`src/rtl/core/aos_pkg.sv`:
```
// Shared constants, types and command codes of the audio output stage.
package aos_pkg;

   localparam int SAMPLE_BITS    = 24;
   localparam int COEF_FRAC_BITS = 24;

   localparam int ACC_BITS   = 32;
   localparam int GAIN_BITS  = COEF_FRAC_BITS + 1;
   localparam int QUOT_BITS  = SAMPLE_BITS - 2;
   localparam int DEN_BITS   = ACC_BITS + 1;
   localparam int PROD_BITS  = ACC_BITS + GAIN_BITS;
   localparam int FB_BITS    = PROD_BITS - COEF_FRAC_BITS;
   localparam int SUM_BITS   = FB_BITS + 2;
   localparam int DCNT_BITS  = $clog2(QUOT_BITS);
   localparam int CSR_IDX_BITS = 1;

   localparam logic [GAIN_BITS-1:0] ONE_GAIN = GAIN_BITS'(1) << COEF_FRAC_BITS;
   localparam logic [PROD_BITS-1:0] RND_HALF = PROD_BITS'(1) << (COEF_FRAC_BITS - 1);
   localparam logic [DEN_BITS-1:0]  DIV_BIAS = DEN_BITS'(1) << (SAMPLE_BITS - 3);
   localparam logic [DCNT_BITS-1:0] DCNT_LAST = DCNT_BITS'(QUOT_BITS - 1);

   localparam logic signed [SUM_BITS-1:0] ACC_MAX_EXT =
      {{(SUM_BITS-ACC_BITS+1){1'b0}}, {(ACC_BITS-1){1'b1}}};
   localparam logic signed [SUM_BITS-1:0] ACC_MIN_EXT =
      {{(SUM_BITS-ACC_BITS+1){1'b1}}, {(ACC_BITS-1){1'b0}}};

   localparam logic [COEF_FRAC_BITS-1:0] ALPHA_RESET = COEF_FRAC_BITS'(16766235);
   localparam logic [GAIN_BITS-1:0]      STEP_RESET  = GAIN_BITS'(69905);

   localparam logic [CSR_IDX_BITS-1:0] CSR_DC_ALPHA  = 1'd0;
   localparam logic [CSR_IDX_BITS-1:0] CSR_RAMP_STEP = 1'd1;

   localparam logic [1:0] OP_SAMPLE = 2'd0;
   localparam logic [1:0] OP_STEAL  = 2'd1;
   localparam logic [1:0] OP_CLEAR  = 2'd2;

   localparam logic [1:0] CMD_SAMPLE = 2'd0;
   localparam logic [1:0] CMD_STEAL  = 2'd1;
   localparam logic [1:0] CMD_CLEAR  = 2'd2;

   localparam int QUEUE_DEPTH = 2;
   localparam int QPTR_BITS   = $clog2(QUEUE_DEPTH);
   localparam int QCNT_BITS   = $clog2(QUEUE_DEPTH + 1);

   typedef struct packed {
      logic [1:0]                    cmd;
      logic signed [SAMPLE_BITS-1:0] left;
      logic signed [SAMPLE_BITS-1:0] right;
   } cmd_entry_type;

   typedef struct packed {
      logic clear;
      logic mul_fb;
      logic mul_gain;
      logic sum;
      logic div_step;
   } lane_ctrl_type;

endpackage

```
`src/rtl/core/aos_front.sv`:
```
// Input acceptance, op classification and the command queue.
module aos_front (
   input  logic                   clock,
   input  logic                   reset,
   input  logic                   req_valid,
   output logic                   req_ready,
   input  logic [1:0]             req_op,
   input  logic signed [aos_pkg::SAMPLE_BITS-1:0] req_raw_left,
   input  logic signed [aos_pkg::SAMPLE_BITS-1:0] req_raw_right,
   output logic                   q_valid,
   output aos_pkg::cmd_entry_type q_entry,
   input  logic                   q_pop
);
   import aos_pkg::*;

   cmd_entry_type           entry_ff [QUEUE_DEPTH];
   logic [QPTR_BITS-1:0]    wr_ptr_ff, wr_ptr_in;
   logic [QPTR_BITS-1:0]    rd_ptr_ff, rd_ptr_in;
   logic [QCNT_BITS-1:0]    count_ff, count_in;
   logic                    keep;
   logic [1:0]              cmd;
   logic                    push;

   always_comb begin
      keep = 1'b1;
      cmd  = CMD_SAMPLE;
      unique case (req_op)
         OP_SAMPLE: cmd = CMD_SAMPLE;
         OP_STEAL:  cmd = CMD_STEAL;
         OP_CLEAR:  cmd = CMD_CLEAR;
         default:   keep = 1'b0;
      endcase
   end

   assign req_ready = (count_ff != QCNT_BITS'(QUEUE_DEPTH));
   assign push      = req_valid && req_ready && keep;
   assign q_valid   = (count_ff != '0);
   assign q_entry   = entry_ff[rd_ptr_ff];

   always_comb begin
      wr_ptr_in = wr_ptr_ff;
      rd_ptr_in = rd_ptr_ff;
      count_in  = count_ff;
      if (push) begin
         wr_ptr_in = wr_ptr_ff + 1'b1;
      end
      if (q_pop) begin
         rd_ptr_in = rd_ptr_ff + 1'b1;
      end
      if (push && !q_pop) begin
         count_in = count_ff + 1'b1;
      end else if (!push && q_pop) begin
         count_in = count_ff - 1'b1;
      end
   end

   always_ff @(posedge clock) begin
      if (reset) begin
         wr_ptr_ff <= '0;
         rd_ptr_ff <= '0;
         count_ff  <= '0;
      end else begin
         wr_ptr_ff <= wr_ptr_in;
         rd_ptr_ff <= rd_ptr_in;
         count_ff  <= count_in;
      end
   end

   always_ff @(posedge clock) begin
      if (push) begin
         entry_ff[wr_ptr_ff] <= '{cmd: cmd, left: req_raw_left, right: req_raw_right};
      end
   end

   a_count_bound: assert property (@(posedge clock) disable iff (reset)
      count_ff <= QCNT_BITS'(QUEUE_DEPTH))
      else $error("command queue count beyond depth");

   a_no_pop_empty: assert property (@(posedge clock) disable iff (reset)
      q_pop |-> q_valid)
      else $error("pop from empty command queue");

   a_push_grows: assert property (@(posedge clock) disable iff (reset)
      (push && !q_pop) |=> (count_ff == $past(count_ff) + 1'b1))
      else $error("queue count missed a push");

endmodule

```
`config.mk`:
```
export PLATFORM = sky130hd
export DESIGN_NAME = aos_front
export DESIGN_NICKNAME = d
export VERILOG_FILES = /design/src/rtl/core/aos_pkg.sv /design/src/rtl/core/aos_front.sv
export SDC_FILE = /design/constraint.sdc
export NUM_CORES = 1
export LEC_CHECK = 0
export ABC_AREA = 1
export BUFFER_PORTS_ARGS = -buffer_cell sky130_fd_sc_hd__clkbuf_2
export CAP_MARGIN = 20
export CORE_MARGIN = 8
export CORE_UTILIZATION = 52
export CTS_CLUSTER_SIZE = 10
export DETAILED_ROUTE_END_ITERATION = 12
export PLACE_DENSITY = 0.8
export SYNTH_ARGS = -nofsm -noshare
export SYNTH_HDL_FRONTEND = slang
export SYNTH_SLANG_ARGS = --single-unit
```
`constraint.sdc`:
```
create_clock -name clock -period 4.05 [get_ports clock]
set_input_delay 0.81 -clock clock [delete_from_list [all_inputs] [get_ports clock]]
set_output_delay 0.81 -clock clock [all_outputs]
set_load 0.05 [all_outputs]
```
* After elaboration in Yosys (flattened, before gate mapping)
Memories as Yosys holds them, arrays and structs flattened. A register that Yosys moved wholly into a read port is not among the register bits.
Cells that the tools add are included.
** Storage, ports and cells
- Memories :: 1
- Output and inout port bits :: 52
- Input bits :: 54
- Flip-flop bits (word level) :: 4
- RAM bits :: 100
** Memory list
- entry_ff :: words 2, width 50, rd ports 1, clocked after memory_dff 1, wr ports 1, RTL line aos_front.sv:16 : cmd_entry_type entry_ff [QUEUE_DEPTH];
** Operators by class
- Add/subtract/negate cells :: 4
- Reductions and logical operators :: 10
- Muxes and demuxes :: 8
- Eq/ne operators :: 3
** Operators with widths (count)
- two-way mux 1 bit :: 5
- logical AND 1 bit :: 4
- two-way mux 2 bit :: 2
- case mux 2 bit (2 select lines) :: 1
- nonzero test 2 bit :: 2
- OR reduction 3 bit :: 1
- adder 1 bit (second input constant) :: 2
- adder 2 x 1 -> 2 bit (second input constant) :: 1
- equality test 2 x 1 -> 1 bit (second input constant) :: 1
- equality test 2 bit (second input constant) :: 1
- zero test 1 bit :: 2
- zero test 2 bit :: 1
- inequality test 2 bit (second input constant) :: 1
- subtractor 2 x 1 -> 2 bit (second input constant) :: 1

* Depth between registers and ports, before layout
Gate-level depths: netlist of run 1.
- Depth after elaboration :: 8
- Mapped depth :: 11
- Depth with buffers taken out :: 11

* Worst setup path before layout of run 1
OpenSTA, ideal clock, no wires.
- Path type :: input to register
- Start point :: in req_op[0]
- End point :: mem entry_ff[1][0] in the netlist's numbering, enable pin
- Arrival time :: 3161 ps
- Cell stages on the path :: 3
- Buffers on the path :: 0
- Path slack :: 430 ps
- Data required time :: 3591 ps
- Library setup time :: 459 ps
- Path through :: nand2_1 nand3_1 nor2_1
** On the way
- Word-level cells in the longest chain between the ends :: 6
- Elaborated cells between the ends (all ways) :: 8
** Ends and longest elaborated chain
- start: declaration :: RTL line aos_front.sv:7 : input logic [1:0] req_op,
- equality test 2 bit (tied with other cells) :: RTL line aos_front.sv:27 : unique case (req_op)
- OR reduction 3 bit (no line) *
- two-way mux 1 bit * :: RTL line aos_front.sv:27
- logical AND 1 bit * :: RTL line aos_front.sv:36 : assign push = req_valid && req_ready && keep;
- two-way mux 1 bit * :: RTL line aos_front.sv:70 : if (push) begin
- two-way mux 1 bit (implied by the code) * :: RTL line aos_front.sv:71 : entry_ff[wr_ptr_ff] <= '{cmd: cmd, left: req_raw_left, right: req_raw_right};
- end: declaration :: RTL line aos_front.sv:16
Every way passes the cells marked *; elsewhere a longest branch is shown, timed or not.

==> results.md, run 1 <==
- DRC viols: 0
- PD cells: between 400 and 500 nW/um^2
- Final hold vios: 0
- Top cells by count, synth: edfxtp_1, mux2_4, inv_1
- Critical path endpoint category: output pin
- Tcrit/Tclk final: 68.5%
- CTS tree: done
- Cell Count, Final, Fillers Out: roughly 420
- Crit path cell chain: mux2_4, clkbuf_2
- Post-Syn Area: 4120 um^2
- Largest net degree at the start of global routing: 51
- Most frequent cell after synthesis: edfxtp_1
- Syn-to-layout area delta: 18.4%
- Slowest cell on crit path: dfxtp_4
- Crit-path max FO: 50
- Inserted Diodes: 0
- Synth Area in Simple Gates: under 10%
- GRT Overall Usage: ~13%
- Mux contribution to synthesized area: roughly 18%
- WL final: 7070 um
- Req. time, crit path: 3.24 ns
- Die Height: 105 um
- Final Hold Slack: 0.524 ns
- Critical Path AT: between 1.5 and 2 ns
- WL/cell: 17.0 um
- Post-placement setup slack: 1.65 ns
- Die area: between 10000 and 15000 um^2
- Antenna viol nets, final: 0
- FF+latch count, synth: 105
- Worst vdd ir: 0.000287 V
- Initial antenna violation count: 1
- Hold Buf Count CTS: 0
- Number of port buffers: 105
- Compound-Gate Fraction of Synth Area: 0.243%
- Via Count: approximately 2000
- Mapped Nets: 251
- Row count: 32
- Fin util: 63.4%
- Global-route wire length before repair: 11000 um
- Crit Path Class: register to output pin
- Layout cell share with drive strength beyond 1: 56.4%
- Final Critical Period: 2.77 ns
- Final setup vio count: 0
- H-tree lvl count: 3
- Tightest Pin Transition: 0.928 ns
- Syn avg cell area: about 21 um^2
- PostCTS Resize Cnt: 0
- # clock sinks: about 110
- Synth area leader: edfxtp_1
- Crit path largest cell delay: around 0.94 ns
- Yosys warning total: 0
- Number of flops mapped to enable cells by yosys: 100
- Fill count: between 500 and 600
- Die Wd: around 100 um
- Status: finished clean
- Clk slew on worst S/H paths: around 0.090 ns
- CP Launch Type: register
- Clk_lat worst skew: 0.36 ns
- Min-delay worst type: register to register
- Dpl cells: 400
- Routability cong.: 0.672
- Number of global-route vias before repair: between 2000 and 2500
- TritonRoute pass-1 iters: 4
- Headroom to the max-slew limit: between 30% and 40%
- Number of setup buffers added after CTS: 0
- Starting Density: 53.6%
- Inserted Clock Buffers: 9
- Cells after Synth: roughly 200
- Ys async rst share: 0%
- CTS root buffer: clkbuf_8
- Core Footprint: 7690 um^2
- Worst setup margin: between 1 and 1.5 ns
- Setup_tns: 0 ns
- FMAX: 360 MHz
- Leakage: 1.99 nW
- Synth Flop Type: edfxtp_1
- Remaining Overflow, GRT: 0
- Clock buffer depth: 2
- RSZ-0062 raised after global routing: no
- Xor and xnor fraction of the mapped netlist area: less than 1%
- Main combinational cell family by area after synthesis: multiplexers
- CP top delay family: flip-flops
- Max Slew Vio Count: 0
- Initial DRC count: 81
- Top Ports: 106
- Max Cap Viol: 0
- Distinct cell type count after synthesis: 14
- Vias/cell: 4.76
- Worst path buffer plus inverter count: 1
- Nets: 364
- Post-synth top area share: 72.9%
- Clock skew: 0.00733 ns
- Post-Synth Adder-Cell Area: 0.304%
- Register area share after synthesis: 75.4%
- Top cells by area in the synthesized netlist: edfxtp_1, mux2_4, buf_12, dfxtp_1, inv_1
==> final timing paths <==
kind	end	slack (ns)	from	depth (start not counted)
max	q_entry[26]	1.28	register	2
min	rd_ptr_ff	0.52	rd_ptr_ff	2
max reg2reg	entry_ff[1][18]	2.17	count_ff[0]	5
min reg2reg	rd_ptr_ff	0.52	rd_ptr_ff	2
==> where the power goes <==
| group | leakage (nW) | switching [mW] | total (mW) | internal, mW |
|---|---|---|---|---|
| Combinational | 0.937 | 0.332 | 0.495 | 0.164 |
| Clock | 0.0904 | 0.350 | 0.579 | 0.229 |
| Sequential | 0.967 | 0.0453 | 1.32 | 1.27 |
==> registers in the layout (all words and copies together), names as in the netlist, named ones only <==
name,flops
entry_ff,100
wr_ptr_ff,1
count_ff,2
rd_ptr_ff,1
==> per-layer routing <==
metal | share of wire (%) | vias up | GRT usage [%]
met5 | 0.18 | - | 0
met4 | 2.1 | 2 | 7.03
met3 | 6.7 | 12 | 4.85
met2 | 51 | 63 | 22.0
met1 | 40 | 942 | 13.3
li1 | - | 962 | -
==> placed cells by master, fill, tap and decap left out <==
cell	n
nand2_1	9
clkinvlp_4	1
ha_1	1
xnor2_1	1
nand4_1	1
nor2_4	2
clkbuf_2	105
edfxtp_1	100
buf_4	3
mux2_4	50
clkinv_2	2
clkbuf_8	9
clkinv_4	1
nor2_1	6
a21oi_1	1
dfxtp_4	1
nand3_1	2
inv_6	3
dfxtp_1	4
inv_1	11
o21ai_0	1
==> worst reg2reg max path, stage by stage (launching register included) <==
cell and delay [ns]:
dfxtp_1 0.35, inv_1 0.09, nand2_1 0.09, nand3_1 0.22
nor2_4 0.40, buf_4 0.40
==> through the flow <==
stage	cell area (um^2)	power [mW]
floorplan	4120	1.74
global placement	4700	1.83
detailed placement	4700	1.85
CTS	4880	2.42
global route	4880	2.48
finish	4880	2.39
==> cell families after synthesis <==
family / Yosys count
flops: 105
simple gates: 20
mux: 50
xor+xnor: 1
buf+inv: 17
compound gates: 2
fa+ha+maj: 1
==> final cells by class <==
cell class | instances | area, um^2 | share of cell area [%]
Sequential cell | 105 | 3110 | 63.7
Multi-Input combinational cell | 74 | 877 | 18.0
Timing Repair Buffer | 108 | 548 | 11.2
Tap cell | 102 | 128 | 2.62
Clock buffer | 9 | 124 | 2.54
Clock inverter | 7 | 52.6 | 1.08
Inverter | 11 | 41.3 | 0.847
(Power assumes the default switching activity.)
==> run 2, diff against run 1 <==
--- a/config.mk
+++ b/config.mk
@@ -5,14 +5,14 @@
 export SDC_FILE = /design/constraint.sdc
 export NUM_CORES = 1
 export LEC_CHECK = 0
-export ABC_AREA = 1
+export ABC_AREA = 0
 export BUFFER_PORTS_ARGS = -buffer_cell sky130_fd_sc_hd__clkbuf_2
 export CAP_MARGIN = 20
 export CORE_MARGIN = 8
-export CORE_UTILIZATION = 52
+export CORE_UTILIZATION = 51
 export CTS_CLUSTER_SIZE = 10
 export DETAILED_ROUTE_END_ITERATION = 12
-export PLACE_DENSITY = 0.8
+export PLACE_DENSITY = 0.79
 export SYNTH_ARGS = -nofsm -noshare
 export SYNTH_HDL_FRONTEND = slang
 export SYNTH_SLANG_ARGS = --single-unit
==> constraint.sdc (replaced) <==
create_clock -name clock -period 2.8 [get_ports clock]
set_input_delay 0.56 -clock clock [delete_from_list [all_inputs] [get_ports clock]]
set_output_delay 0.56 -clock clock [all_outputs]
set_load 0.05 [all_outputs]
==> run 2 against run 1 <==
Compared with the run above: worst setup slack lost 0.66 ns; global-route usage rose by 0.34 points; final cell count down 3.6%; critical path type unchanged; non-clock buffer count rose by 1; clock-buffer cell count grew 1; power increased by 53%; core utilization is 1.6 points higher.
==> results.md, run 2 <==
- Headroom to the max-slew limit: roughly 73%
- CP Launch Type: register
- Tightest Pin Transition: 0.411 ns
- Syn avg cell area: 21.0 um^2
- # clock sinks: 105
- Vias/cell: between 4 and 5
- Crit Path Class: register to output pin
- Reg with most FFs: entry_ff
- Post-Syn Area: 3850 um^2
- Via Count: 1988
- Largest registers: entry_ff: 100 flops, count_ff: 2 flops
- WL/cell: about 17 um
- Antenna viol nets, final: 0
- Worst setup margin: 0.612 ns
- Die Height: about 100 um
- Most frequent cell after synthesis: edfxtp_1
- Max reg flops: 100
- Top cells by area in the synthesized netlist: edfxtp_1, mux2_2, dfxtp_1, mux2_1, buf_2
- Global-route wire length before repair: 10400 um
- DRC viols: 0
- CP top delay family: buffers and inverters
- Die area: 10600 um^2
- Ys async rst share: 0%
- Number of setup buffers added after CTS: 0
- Row count: 31
- TritonRoute pass-1 iters: 4
- Setup_tns: 0 ns
- RSZ-0062 raised after global routing: no
- Status: finished clean
- Layout cell share with drive strength beyond 1: between 50% and 60%
- H-tree lvl count: 3
- Final Critical Period: 2.19 ns
- Reg-to-Reg End: entry_ff[0][19]
- Core Footprint: 7290 um^2
- FF-to-FF setup slack: 1.14 ns
- Slowest cell on crit path: mux2_1
- FMAX: 457 MHz
- PostCTS Resize Cnt: 0
- Worst vdd ir: 0.000444 V
- Post-placement setup slack: 0.954 ns
- Number of flops mapped to enable cells by yosys: 100
- WHS Path Cells: 1
- Final Hold Slack: 0.385 ns
- Die Wd: roughly 100 um
- WL final: about 6700 um
- PD cells: 773 nW/um^2
- Final setup vio count: 0
- Clock skew: 0.0130 ns
- Final hold vios: 0
- Number of global-route vias before repair: 2163
- Top Ports: between 100 and 150
- Top cells by count, synth: edfxtp_1, mux2_2, buf_2
- Syn-to-layout area delta: 23.2%
- Synth Flop Type: edfxtp_1
- Initial DRC count: between 80 and 90
- Nets: ~350
- Crit path cell chain: buf_12, mux2_1, clkbuf_2
- Inserted Diodes: 0
- Yosys warning total: 0
- Clk_lat worst skew: 0.36 ns
- Fill count: between 500 and 600
- Remaining Overflow, GRT: 0
- Largest net degree at the start of global routing: 51
- Max Slew Vio Count: 0
- CTS root buffer: clkbuf_8
- Hold Buf Count CTS: 0
- GRT Overall Usage: around an eighth
- Clk slew on worst S/H paths: 0.10 ns
- Clock buffer depth: 2
- Critical Path AT: between 1.5 and 2 ns
- Leakage: around 1.8 nW
- Most common cell after layout, fill and taps aside: clkbuf_2
- Synth area leader: edfxtp_1
- Inserted Clock Buffers: 9
- Post-synth top area share: 78.0%
- R2R depth: 4
- Cells after Synth: 183
- Fin util: 65.1%
- Register area share after synthesis: between 80% and 90%
- Total power: ~3.7 mW
- Hold Startpoint: req_raw_left[1]
- Crit path largest cell delay: 0.38 ns
- Distinct cell type count after synthesis: 20
- Critical path endpoint category: output pin
- Crit-path max FO: 50
- Starting Density: a little over half
- Cell count along the critical path: 3
- Mapped Nets: 238
- Min-delay worst type: input port to register
- Max Cap Viol: 0
- Initial antenna violation count: 0
- Req. time, crit path: 2.24 ns
- Most frequent cells in the layout: clkbuf_2, edfxtp_1, mux2_2, clkbuf_8
- Tcrit/Tclk final: between 70% and 80%
- Routability cong.: ~0.70
- Worst path buffer plus inverter count: 2
- CTS tree: done
- FF+latch count, synth: 105
- Dpl hpwl: 4610 um
- WHS Endpoint: entry_ff[1][25]
- Worst r2r src: count_ff[0]
- Number of port buffers: between 100 and 150
## run 2: changes by cell type after synthesis, moves of 4 or more
| cell | change |
|---|---|
| mux2_1 | +4 |
| nor2_1 | -4 |
| nand2_1 | -8 |
| nor2b_1 | +4 |
| mux2_2 | +46 |
| buf_2 | +6 |
| inv_1 | -10 |
| buf_12 | -5 |
| mux2_4 | -49 |
## run 2: metrics by stage
step           area, um^2  instances
2_1_floorplan        3850        183
3_3_place_gp         4540        385
3_5_place_dp         4540        385
4_1_cts              4750        401
5_1_grt              4750        401
6_report             4750        401
## run 2: per-layer routing
metal  global-route usage [%]  vias up  wire length, um  part of all wire [%]
li1                         -      937                -                     -
met1                     15.5      975             2680                    40
met2                     21.1       68             3360                    50
met3                     5.54        8              568                   8.5
met4                     4.67        0               78                   1.2
met5                        0        -                0                     0
## run 2: kinds of logic after synthesis
| kind of cell | after synthesis | synth area share, % |
|---|---|---|
| muxes | 51 | 15.0 |
| DFF | 105 | 80.6 |
| and+or+nand+nor | 14 | 2.27 |
| adders and majority gates | 1 | 0.325 |
| AOI/OAI and AO/OA | 2 | 0.260 |
| buffers and inverters | 7 | 0.877 |
| xor gates and xnor gates | 3 | 0.682 |
## run 2: worst max path at each step
stage,to
finish,q_entry[49]
global route,q_entry[49]
CTS,q_entry[12]
floorplan,entry_ff[0][0]
detailed placement,entry_ff[0][30]
global placement,entry_ff[0][29]
## run 2: layout make-up
class	count	area, um^2	area share, %
sequential	105	3100	65.4
clock inverter	6	82.6	1.74
multi-input combinational	71	723	15.2
clock buffer	10	128	2.69
inverter	1	3.75	0.0791
tap	99	124	2.61
timing repair buffer	109	581	12.2
## run 2: power by group
part	leakage [nW]	internal, mW	total [mW]	switching (mW)
combinational	0.731	0.226	0.793	0.566
sequential	0.967	1.87	1.90	0.0363
clock	0.108	0.500	0.973	0.473
==> run 3, diff against run 2 <==
--- a/config.mk
+++ b/config.mk
@@ -5,14 +5,14 @@
 export SDC_FILE = /design/constraint.sdc
 export NUM_CORES = 1
 export LEC_CHECK = 0
-export ABC_AREA = 0
+export ABC_AREA = 1
 export BUFFER_PORTS_ARGS = -buffer_cell sky130_fd_sc_hd__clkbuf_2
 export CAP_MARGIN = 20
 export CORE_MARGIN = 8
-export CORE_UTILIZATION = 51
+export CORE_UTILIZATION = 52
 export CTS_CLUSTER_SIZE = 10
 export DETAILED_ROUTE_END_ITERATION = 12
-export PLACE_DENSITY = 0.79
+export PLACE_DENSITY = 0.8
 export SYNTH_ARGS = -nofsm -noshare
 export SYNTH_HDL_FRONTEND = slang
 export SYNTH_SLANG_ARGS = --single-unit
==> constraint.sdc (replaced) <==
create_clock -name clock -period 2.2 [get_ports clock]
set_input_delay 0.44 -clock clock [delete_from_list [all_inputs] [get_ports clock]]
set_output_delay 0.44 -clock clock [all_outputs]
set_load 0.05 [all_outputs]
==> run 3 against run 2 <==
Compared with the run above: core utilization down 0.78 points; sequential cell count unchanged; routed wire length up 9.3%; combinational power up 24%; final cell count up 4.2%; die area up 4.1%.
==> results.md, run 3 (synthesis gave the netlist of run 1 again) <==
- Via Count: between 2000 and 2500
- Min-delay worst type: input port to register
- Vias/cell: 4.88
- PostCTS Resize Cnt: 0
- Req. time, crit path: about 1.8 ns
- Setup_tns: 0 ns
- Max Cap Viol: 0
- Clk slew on worst S/H paths: ~0.1 ns
- CP top delay family: buffers and inverters
- Headroom to the max-slew limit: 74.3%
- Clock skew: 0.00855 ns
- CTS root buffer: clkbuf_8
- Hold Buf Count CTS: 0
- Remaining Overflow, GRT: 0
- PD cells: between 900 and 1000 nW/um^2
- GRT Overall Usage: 13.3%
- Inserted Diodes: 0
- CTS tree: done
- FF-to-FF setup slack: ~0.59 ns
- Tightest Pin Transition: between 0.3 and 0.4 ns
- Dpl hpwl: ~5000 um
- Clock buffer depth: 2
- Starting Density: a little over half
- Row count: 32
- WL final: 7310 um
- DRC viols: 0
- Global-route wire length before repair: 11400 um
- R2R depth: 10
- Routability cong.: ~0.66
- Crit-path max FO: 20
- Max Slew Vio Count: 0
- Critical Path AT: approximately 1.7 ns
- Layout cell share with drive strength beyond 1: between 50% and 60%
- RSZ-0062 raised after global routing: no
- Number of setup buffers added after CTS: 0
- Clk_lat worst skew: 0.35 ns
- Crit path cell chain: buf_4, mux2_4, clkbuf_2
- Final Critical Period: 2.10 ns
- WL/cell: 17.5 um
- Largest net degree at the start of global routing: 52
- Worst r2r src: count_ff[0]
- Die Wd: 105 um
- Critical path endpoint category: output pin
- Worst path buffer plus inverter count: 2
- Initial antenna violation count: 0
- Die Height: 105 um
- Leakage: 2.02 nW
- Cell count along the critical path: 3
- Most frequent cells in the layout: clkbuf_2, edfxtp_1, mux2_4, inv_1, clkbuf_8
- Final Hold Slack: around 0.27 ns
- Max reg flops: 100
- Area of the multi-input gates: 880 um^2
- Reg-to-Reg End: count_ff[1]
- Final setup vio count: 0
- FMAX: 477 MHz
- Die area: 11000 um^2
- Nets: 366
- Tcrit/Tclk final: 95.3%
- Number of port buffers: 105
- Inserted Clock Buffers: 9
- # clock sinks: 105
- Slowest cell on crit path: dfxtp_4
- Final hold vios: 0
- Fill count: 574
- CP Launch Type: register
- Crit path largest cell delay: 0.37 ns
- Syn-to-layout area delta: 20.1%
- TritonRoute pass-1 iters: 4
- Worst vdd ir: 0.000486 V
- Number of global-route vias before repair: between 2000 and 2500
- Crit Path Class: register to output pin
- Status: finished clean
- Crit path to: q_entry[26]
- Storage element area: between 3000 and 4000 um^2
- Top Ports: 106
- Antenna viol nets, final: 0
- Largest registers: entry_ff: 100 flops, count_ff: 2 flops
- H-tree lvl count: 3
- Core Footprint: 7690 um^2
- Most common cell after layout, fill and taps aside: clkbuf_2
- Reg with most FFs: entry_ff
- Initial DRC count: 70
run 3: through the flow:
stage,cells,util [%],worst slack [ns],power [mW],instance area [um^2]
2_1_floorplan,196,-,0.0784,3.21,4140
3_3_place_gp,402,61.7,0.484,3.39,4740
3_5_place_dp,402,61.7,0.472,3.42,4740
4_1_cts,418,64.3,0.0798,4.58,4940
5_1_grt,418,64.3,0.0455,4.69,4940
6_report,418,64.3,0.103,4.53,4940
run 3: worst min-delay path by stage:
stage,from,to,slack [ns],cells past startpoint
final,req_raw_left[23],entry_ff[1][47],0.27,1
after global routing,req_raw_right[4],entry_ff[0][4],0.25,1
after CTS,req_raw_left[14],entry_ff[0][38],0.25,1
after detailed placement,rd_ptr_ff,rd_ptr_ff,0.52,2
after global placement,rd_ptr_ff,rd_ptr_ff,0.50,2
after floorplan,rd_ptr_ff,register,0.48,2
run 3: worst reg2reg max path, delay by kind of cell (launching register included):
family,cells,cell delay (ns)
adders and majority gates,1,0.32
buffers and inverters,4,0.37
DFF,1,0.32
and+or+nand+nor,5,0.55
run 3: per-layer routing:
layer  part of all wire [%]  GRT usage [%]
met1                     38           13.3
met2                     54           24.2
met3                    7.0           5.10
met4                   0.93           5.50
met5                      0              0
run 3: cell type report:
| cell class | instances | share of cell area (%) |
|---|---|---|
| sequential | 105 | 62.8 |
| multi-input combinational | 74 | 17.8 |
| timing repair buffer | 110 | 11.9 |
| tap | 102 | 2.58 |
| clock buffer | 9 | 2.51 |
| clock inverter | 7 | 1.54 |
| inverter | 11 | 0.835 |
run 3: where the power goes:
part           internal (mW)  leakage (nW)  switching (mW)
clock network          0.534        0.0962           0.641
registers               2.34         0.967          0.0374
logic                  0.312         0.954           0.668
